$ cat src/rtl/core/tdbl_pkg.sv
// Shared types and constants for the tree distance binary lifting unit.
// Used by the controller, the datapath and the top level; no dependencies.
package tdbl_pkg;

    localparam int NODE_W      = 10;
    localparam int MAX_NODES   = 1 << NODE_W;
    localparam int LIFT_LEVELS = 10;
    localparam int LVL_W       = $clog2(LIFT_LEVELS);
    localparam int DEPTH_W     = 10;
    localparam int DIST_W      = 11;
    localparam int SUM_W       = DIST_W + 1;
    localparam int ANC_ADDR_W  = NODE_W + LVL_W;
    localparam int ANC_WORDS   = 1 << ANC_ADDR_W;

    localparam int S_TDATA_W   = 24;
    localparam int S_TUSER_W   = 2;
    localparam int M_TDATA_W   = 24;
    localparam int M_PAD_W     = M_TDATA_W - DIST_W - NODE_W;

    localparam logic [LVL_W-1:0]   LVL_LAST     = LVL_W'(LIFT_LEVELS - 1);
    localparam logic [DEPTH_W-1:0] DEPTH_MAX    = DEPTH_W'(1023);
    localparam logic [DIST_W-1:0]  DIST_MAX     = DIST_W'(2046);
    localparam logic [DIST_W-1:0]  NO_PATH_DIST = DIST_W'(2047);

    localparam logic REQ_LOAD  = 1'b0;
    localparam logic REQ_QUERY = 1'b1;

    typedef logic [1:0] sel_t;

    // Node source for the ancestor table read address.
    localparam sel_t ASEL_X    = 2'd0;
    localparam sel_t ASEL_Y    = 2'd1;
    localparam sel_t ASEL_PREV = 2'd2;

    // Node source for the depth table read address.
    localparam sel_t DSEL_A    = 2'd0;
    localparam sel_t DSEL_B    = 2'd1;
    localparam sel_t DSEL_LCA  = 2'd2;

    typedef struct packed {
        logic                valid;
        logic [NODE_W-1:0]   node;
    } anc_entry_t;

    typedef struct packed {
        logic load_in;
        logic dep_rd_en;
        sel_t dep_sel;
        logic dep_wr_root;
        logic dep_wr_child;
        logic dep_cap_a;
        logic order;
        logic anc_rd_en;
        sel_t anc_sel;
        logic anc_wr_en;
        logic anc_wr_zero;
        logic prev_init;
        logic prev_cap;
        logic lvl_inc;
        logic lvl_top;
        logic lvl_dec;
        logic x_lift;
        logic ea_cap;
        logic climb;
        logic res_eq;
        logic res_nopath;
        logic res_final;
        logic publish;
    } cmd_t;

    typedef struct packed {
        logic in_query;
        logic in_root;
        logic lvl_last;
        logic lvl_zero;
        logic diff_bit;
        logic prev_valid;
        logic rd_valid;
        logic x_eq_y;
        logic final_ok;
    } stat_t;

endpackage

$ cat src/rtl/core/tdbl_ctrl.sv
// Controller: sequences loads and queries over the datapath and owns the
// handshake state of both channels. Depends on tdbl_pkg.
module tdbl_ctrl (
    input  logic             aclk,
    input  logic             aresetn,
    input  logic             s_tvalid,
    output logic             s_tready,
    output logic             m_tvalid,
    input  logic             m_tready,
    input  tdbl_pkg::stat_t  stat,
    output tdbl_pkg::cmd_t   cmd
);
    import tdbl_pkg::*;

    localparam logic [4:0] S_IDLE  = 5'd0;
    localparam logic [4:0] L_ZERO  = 5'd1;
    localparam logic [4:0] L_RDDEP = 5'd2;
    localparam logic [4:0] L_WRDEP = 5'd3;
    localparam logic [4:0] L_WR    = 5'd4;
    localparam logic [4:0] L_RD    = 5'd5;
    localparam logic [4:0] L_CAP   = 5'd6;
    localparam logic [4:0] Q_RDA   = 5'd7;
    localparam logic [4:0] Q_RDB   = 5'd8;
    localparam logic [4:0] Q_CMP   = 5'd9;
    localparam logic [4:0] Q_LIFT  = 5'd10;
    localparam logic [4:0] Q_LCAP  = 5'd11;
    localparam logic [4:0] Q_EQ    = 5'd12;
    localparam logic [4:0] Q_CA    = 5'd13;
    localparam logic [4:0] Q_CB    = 5'd14;
    localparam logic [4:0] Q_CC    = 5'd15;
    localparam logic [4:0] Q_FA    = 5'd16;
    localparam logic [4:0] Q_FB    = 5'd17;
    localparam logic [4:0] Q_FC    = 5'd18;
    localparam logic [4:0] Q_FD    = 5'd19;
    localparam logic [4:0] S_PUB   = 5'd20;

    logic [4:0] state_reg, state_next;
    logic       m_tvalid_reg, m_tvalid_next;
    logic       out_free;

    assign s_tready = (state_reg == S_IDLE);
    assign m_tvalid = m_tvalid_reg;
    assign out_free = !m_tvalid_reg || m_tready;

    always_comb begin
        cmd        = '0;
        state_next = state_reg;
        unique case (state_reg)
            S_IDLE: begin
                if (s_tvalid) begin
                    cmd.load_in = 1'b1;
                    priority if (stat.in_query) begin
                        state_next = Q_RDA;
                    end else if (stat.in_root) begin
                        state_next = L_ZERO;
                    end else begin
                        state_next = L_RDDEP;
                    end
                end
            end
            L_ZERO: begin
                cmd.anc_wr_en   = 1'b1;
                cmd.anc_wr_zero = 1'b1;
                cmd.dep_wr_root = 1'b1;
                if (stat.lvl_last) begin
                    state_next = S_IDLE;
                end else begin
                    cmd.lvl_inc = 1'b1;
                end
            end
            L_RDDEP: begin
                cmd.dep_rd_en = 1'b1;
                cmd.dep_sel   = DSEL_B;
                cmd.prev_init = 1'b1;
                state_next    = L_WRDEP;
            end
            L_WRDEP: begin
                cmd.dep_wr_child = 1'b1;
                state_next       = L_WR;
            end
            L_WR: begin
                cmd.anc_wr_en = 1'b1;
                priority if (stat.lvl_last) begin
                    state_next = S_IDLE;
                end else if (stat.prev_valid) begin
                    state_next = L_RD;
                end else begin
                    cmd.lvl_inc = 1'b1;
                end
            end
            L_RD: begin
                // The previous ancestor's entry at the level just written is read next.
                cmd.anc_rd_en = 1'b1;
                cmd.anc_sel   = ASEL_PREV;
                state_next    = L_CAP;
            end
            L_CAP: begin
                cmd.prev_cap = 1'b1;
                cmd.lvl_inc  = 1'b1;
                state_next   = L_WR;
            end
            Q_RDA: begin
                cmd.dep_rd_en = 1'b1;
                cmd.dep_sel   = DSEL_A;
                state_next    = Q_RDB;
            end
            Q_RDB: begin
                cmd.dep_cap_a = 1'b1;
                cmd.dep_rd_en = 1'b1;
                cmd.dep_sel   = DSEL_B;
                state_next    = Q_CMP;
            end
            Q_CMP: begin
                cmd.order  = 1'b1;
                state_next = Q_LIFT;
            end
            Q_LIFT: begin
                priority if (stat.diff_bit) begin
                    cmd.anc_rd_en = 1'b1;
                    cmd.anc_sel   = ASEL_X;
                    state_next    = Q_LCAP;
                end else if (stat.lvl_last) begin
                    state_next = Q_EQ;
                end else begin
                    cmd.lvl_inc = 1'b1;
                end
            end
            Q_LCAP: begin
                // An invalid ancestor ends the lift at the last valid node.
                priority if (!stat.rd_valid) begin
                    state_next = Q_EQ;
                end else if (stat.lvl_last) begin
                    cmd.x_lift = 1'b1;
                    state_next = Q_EQ;
                end else begin
                    cmd.x_lift  = 1'b1;
                    cmd.lvl_inc = 1'b1;
                    state_next  = Q_LIFT;
                end
            end
            Q_EQ: begin
                if (stat.x_eq_y) begin
                    cmd.res_eq = 1'b1;
                    state_next = S_PUB;
                end else begin
                    cmd.lvl_top = 1'b1;
                    state_next  = Q_CA;
                end
            end
            Q_CA: begin
                cmd.anc_rd_en = 1'b1;
                cmd.anc_sel   = ASEL_X;
                state_next    = Q_CB;
            end
            Q_CB: begin
                cmd.ea_cap    = 1'b1;
                cmd.anc_rd_en = 1'b1;
                cmd.anc_sel   = ASEL_Y;
                state_next    = Q_CC;
            end
            Q_CC: begin
                cmd.climb = 1'b1;
                if (stat.lvl_zero) begin
                    state_next = Q_FA;
                end else begin
                    cmd.lvl_dec = 1'b1;
                    state_next  = Q_CA;
                end
            end
            Q_FA: begin
                cmd.anc_rd_en = 1'b1;
                cmd.anc_sel   = ASEL_X;
                state_next    = Q_FB;
            end
            Q_FB: begin
                cmd.ea_cap    = 1'b1;
                cmd.anc_rd_en = 1'b1;
                cmd.anc_sel   = ASEL_Y;
                state_next    = Q_FC;
            end
            Q_FC: begin
                if (stat.final_ok) begin
                    cmd.dep_rd_en = 1'b1;
                    cmd.dep_sel   = DSEL_LCA;
                    state_next    = Q_FD;
                end else begin
                    cmd.res_nopath = 1'b1;
                    state_next     = S_PUB;
                end
            end
            Q_FD: begin
                cmd.res_final = 1'b1;
                state_next    = S_PUB;
            end
            S_PUB: begin
                if (out_free) begin
                    cmd.publish = 1'b1;
                    state_next  = S_IDLE;
                end
            end
            default: begin
                state_next = S_IDLE;
            end
        endcase
    end

    always_comb begin
        m_tvalid_next = m_tvalid_reg;
        priority if (cmd.publish) begin
            m_tvalid_next = 1'b1;
        end else if (m_tready) begin
            m_tvalid_next = 1'b0;
        end
    end

    always_ff @(posedge aclk) begin
        if (!aresetn) begin
            state_reg    <= S_IDLE;
            m_tvalid_reg <= 1'b0;
        end else begin
            state_reg    <= state_next;
            m_tvalid_reg <= m_tvalid_next;
        end
    end

    a_publish_free: assert property (@(posedge aclk) disable iff (!aresetn)
        cmd.publish |-> (!m_tvalid_reg || m_tready))
        else $error("result published over an untaken result");

    a_one_item: assert property (@(posedge aclk) disable iff (!aresetn)
        (s_tvalid && s_tready) |=> !s_tready)
        else $error("second item accepted while one is in flight");

    a_port_excl: assert property (@(posedge aclk) disable iff (!aresetn)
        !(cmd.anc_wr_en && cmd.anc_rd_en))
        else $error("ancestor memory read and written in the same cycle");

    a_pub_holds: assert property (@(posedge aclk) disable iff (!aresetn)
        cmd.publish |=> m_tvalid)
        else $error("published result not presented");

endmodule

$ cat config.mk
export PLATFORM = sky130hd
export DESIGN_NAME = tdbl_ctrl
export DESIGN_NICKNAME = d
export VERILOG_FILES = /design/src/rtl/core/tdbl_pkg.sv /design/src/rtl/core/tdbl_ctrl.sv
export SDC_FILE = /design/constraint.sdc
export NUM_CORES = 1
export LEC_CHECK = 0
export BUFFER_PORTS_ARGS = -buffer_cell sky130_fd_sc_hd__buf_2
export CORE_AREA = 2 2 45 47
export CTS_CLUSTER_SIZE = 24
export DETAILED_ROUTE_END_ITERATION = 6
export DIE_AREA = 0 0 47 49
export PLACE_DENSITY = 0.84
export SLEW_MARGIN = 25
export SYNTH_ARGS = -nofsm -noshare
export SYNTH_HDL_FRONTEND = slang
export SYNTH_SLANG_ARGS = --single-unit
$ cat constraint.sdc
create_clock -name aclk -period 4.95 [get_ports aclk]
set_clock_uncertainty 0.2 [all_clocks]
set_input_delay 0.2475 -clock aclk [delete_from_list [all_inputs] [get_ports aclk]]
set_output_delay 0.2475 -clock aclk [all_outputs]
set_load 0.02 [all_outputs]
# Word-level counts from Yosys, hierarchy flattened
# Index checks and enable logic that the tools add are counted.
# word_totals
elab_cells	88
out_inout_bits	27
inputBits	13
reg_bits	6
# op_classes
n_eq_ne	25
muxes	51
n_reduce_logical	10
# ops
operator	n
one-hot mux 5 bit (20 select lines)	1
two-way mux 5 bit	11
== test 5 x 4 -> 1 bit, second input constant	8
two-way mux 1 bit	31
== test 5 bit, second input constant	5
== test 5 x 3 -> 1 bit, second input constant	4
two-way mux 3 bit	4
one-hot mux 3 bit (4 select lines)	1
== test 5 x 2 -> 1 bit, second input constant	2
OR reduction 2 bit	5
one-hot mux 3 bit (3 select lines)	1
!= test 2 bit, second input constant	3
!= test 3 bit, second input constant	2
== test 5 x 1 -> 1 bit, second input constant	1
logical NOT 5 bit	1
one-hot mux 1 bit (5 select lines)	1
AND reduction 5 bit	1
two-way mux 2 bit	1
nonzero test 2 bit	1
logical NOT 1 bit	1
logical OR 1 bit	1

# Logic depth before layout (Yosys ltp)
# logic_depth
word_depth	5
mapped_depth	7
ltp_nobuf	5

# Least setup slack after synthesis
# Ideal clock, no wire load.
# synth_timing
path_kind	flip-flop to flip-flop
from	register state_reg[2]
to	register state_reg[2]
path_buffers	2
period_less_slack_ps	2140
setup_ps	125
path_slack_ps	2810
arrival_ps	1816
stages_incl_launch_ff	8
required_time_ps	4625
path_cell_list	dfxtp_1 > buf_2 > or2_1 > buf_2 > nor3_1 > a2111oi_0 > o21ai_1 > o22ai_1
# synth_between
elab_chain_cells	3
word_cells_on_any_way	29
cone_classes	eq/ne (25); mux (1); reduce/logical (3)
# synth_rtl
element	line	text
start: declaration	tdbl_ctrl.sv:37	logic [4:0] state_reg, state_next;
start signal: assignment	tdbl_ctrl.sv:221	state_reg <= state_next;
== test 5 x 2 -> 1 bit, or another cell as far along	tdbl_ctrl.sv:48	unique case (state_reg)
OR reduction 2 bit (no line), or another cell as far along	-	
one-hot mux 5 bit (20 select lines) / AND reduction 5 bit (equally long branches)	-	
# Several ways; a longest one is shown, not always the timed one.
# A chain may end at the register's enable or synchronous reset.

==> flow_summary.yaml <==
status:
  outcome: "complete, no violations"
synth:
  synth_seq_cells: 6
  netlist.top_cell.by_area: "dfxtp_1"
  yosys_warnings: 0
  synthArstFlopShare_pct: 0
  synth_fp_nets: 149
  postSynthCellCount: 136
  postSynthAreaPerCell_sq_um: 6.36
  synth-edff-count: 0
  synth-main-ff-cell: "dfxtp_1"
  mappedNetlistArea_sq_um: 865
  post_synth_num_cell_types: 40
  ys_top_cells_by_area: "dfxtp_1 14%, nor3_1 9.3%, nor2_1 5.6%"
  synth_top_area_share_pct: 13.9
  ys_seq_area_share_pct: 13.9
cts:
  numCtsBuffers: 3
  post_cts_hold_buffer_count: 0
  ctsLongestPathBuffers: 2
  worst_setup_hold_path_clk_slew_ns: 0.04
  cts.sinks: 6
  clockRootBuffer: "clkbuf_4"
  postCtsResizedCells: 0
  cts_tree: "built"
  h-tree-depth: 1
  insertion_delay_ns: 0.24
  cts_setup_buffers: 0
timing:
  final.setup.tns_ns: 0
  timing.final.crit_share_pct: 54.0
  maxClockFrequency_mhz: 374
  max_slew.worst_pin.slew_ns: 0.884
  setup_violations: 0
  rsz0062_at_grt: "false"
  layout_min_cycle_time_ns: 2.68
  timing.final.hold_violations: 0
  setup_slack_ns: 2.27
  hold-worst-slack_ns: 0.0684
  timing_max_transition_violations_final: 0
  maxSlewHeadroom_pct: 41.0
layout:
  drive_above_1_share_pct: 28.2
  layout_commonest_cell: "buf_2"
  n_antenna_cell: 0
  num-nets-final: 178
  layout.cells.most_common_list: "39 x buf_2, 16 x nor3_1, 13 x nor2_1"
  largest_reg_flops: 5
  area_growth_pct: 20.3
  post-route-util_pct: 56.5
critical_path:
  timing.critical_path.required_ns: 4.50
  worstPathArrival_ns: 2.23
  startpoint_type: "register"
  endpoint_kind: "output port"
  crit_path_max_fanout: 28
  critPathKind: "reg2out"
global_route:
  via_count_of_the_first_global_routing_pass: 995
  grtUsageMet2_pct: 39.7
  global_route_wire_length_before_repair_um: 4340
  grt_use_total_pct: 24.3
  grt_busiest_layer: "met2"
  initial_antenna_violation_count: 0
  gr-usage-met1_pct: 32.3
  met3_usage_pct: 2.22
  largest_net_degree_at_the_start_of_global_routing: 29
  grt.overflow.total: 0
pwr:
  power_density_nw_per_um2: 473
  power_leakage_uw: 0.000473
  vdd_ir_drop_max_mv: 0.313
place:
  pre_cts_ws_ns: 2.49
  hpwl_dp_um: 1910
  port-buffer-count: 39
  gp_routability_congestion: 0.964
die:
  die_width_um: 47
  chip_height_um: 49
  io_pins: 40
  fp.coreArea_sq_um: 1840
  initial_utilization_pct: 46.9
  design.die.area_sq_um: 2300
  fp-row-count: 16
routing:
  final_antenna_net_count: 0
  drt_iter0_drc: 61
  num_vias: 1132
  dr.pass1.iters: 4
  detail_route.drc_violations: 0
  wl_per_cell_um: 13.5
  route.detailed.vias_per_inst: 5.96
  detail_route.wirelength_um: 2570
worst_hold_path:
  timing.hold.worst.class: "in2reg"
run:
  max_cap_viols: 0
power breakdown:
part           switching [uW]  total, uW  internal, uW
combinational             194        325           131
sequential               63.6        124          60.3
clock                    16.4       43.8          27.3
total                     274        492           218
worst paths after layout:
| kind | cells past startpoint | endpoint | slack (ns) | startpoint |
|---|---|---|---|---|
| worst max-delay path | 6 | cmd[9] | 2.27 | state_reg[1]$_SDFFE_PN0P_ |
| worst min-delay path | 2 | state_reg[3]$_SDFFE_PN0P_ | 0.07 | aresetn |
| worst max register to register | 5 | state_reg[2]$_SDFFE_PN0P_ | 2.40 | state_reg[1]$_SDFFE_PN0P_ |
| worst min register to register | 3 | m_tvalid$_SDFFE_PN0P_ | 0.45 | m_tvalid$_SDFFE_PN0P_ |
worst max-delay path: stages (launching register included):
cell      delay (ns)
dfxtp_1         0.89
nand3b_1        0.32
nor3_1          0.27
nand2_1         0.12
a21oi_1         0.13
or2_1           0.10
buf_2           0.15
cell type report:
class	instances	area, sq um
sequential	6	120
clock buffer	3	22.5
multi-input combinational	108	642
timing repair buffer	39	195
inverter	7	26.3
fill	197	802
tap	27	33.8
logic make-up after synthesis:
logic type | share of synthesized area, %
simple gates | 45.0
mux | 1.16
xor+xnor | 1.01
buf+inv | 11.9
flops | 13.9
compound gates | 27.1
through the flow:
step | power [uW] | instance area [sq um] | cells
3_3_place_gp | 435 | 1020 | 187
6_report | 492 | 1040 | 190
5_1_grt | 531 | 1040 | 190
3_5_place_dp | 443 | 1020 | 187
4_1_cts | 491 | 1040 | 190
2_1_floorplan | 374 | 865 | 136
synthesized netlist by cell type (4+ instances only):
| cell | count |
|---|---|
| a21oi_1 | 9 |
| nand2b_1 | 7 |
| o22ai_1 | 4 |
| nor2_1 | 13 |
| inv_1 | 6 |
| nand2_1 | 8 |
| nor3_1 | 16 |
| clkbuf_1 | 5 |
| dfxtp_1 | 6 |
| buf_2 | 7 |
metal layers:
| metal | part of all wire [%] | vias to the layer above |
|---|---|---|
| li1 | - | 546 |
| met1 | 42 | 526 |
| met2 | 50 | 54 |
| met3 | 6.6 | 6 |
| met4 | 1.7 | 0 |
| met5 | 0 | - |
No activity file was read; power rests on OpenSTA's default activity.
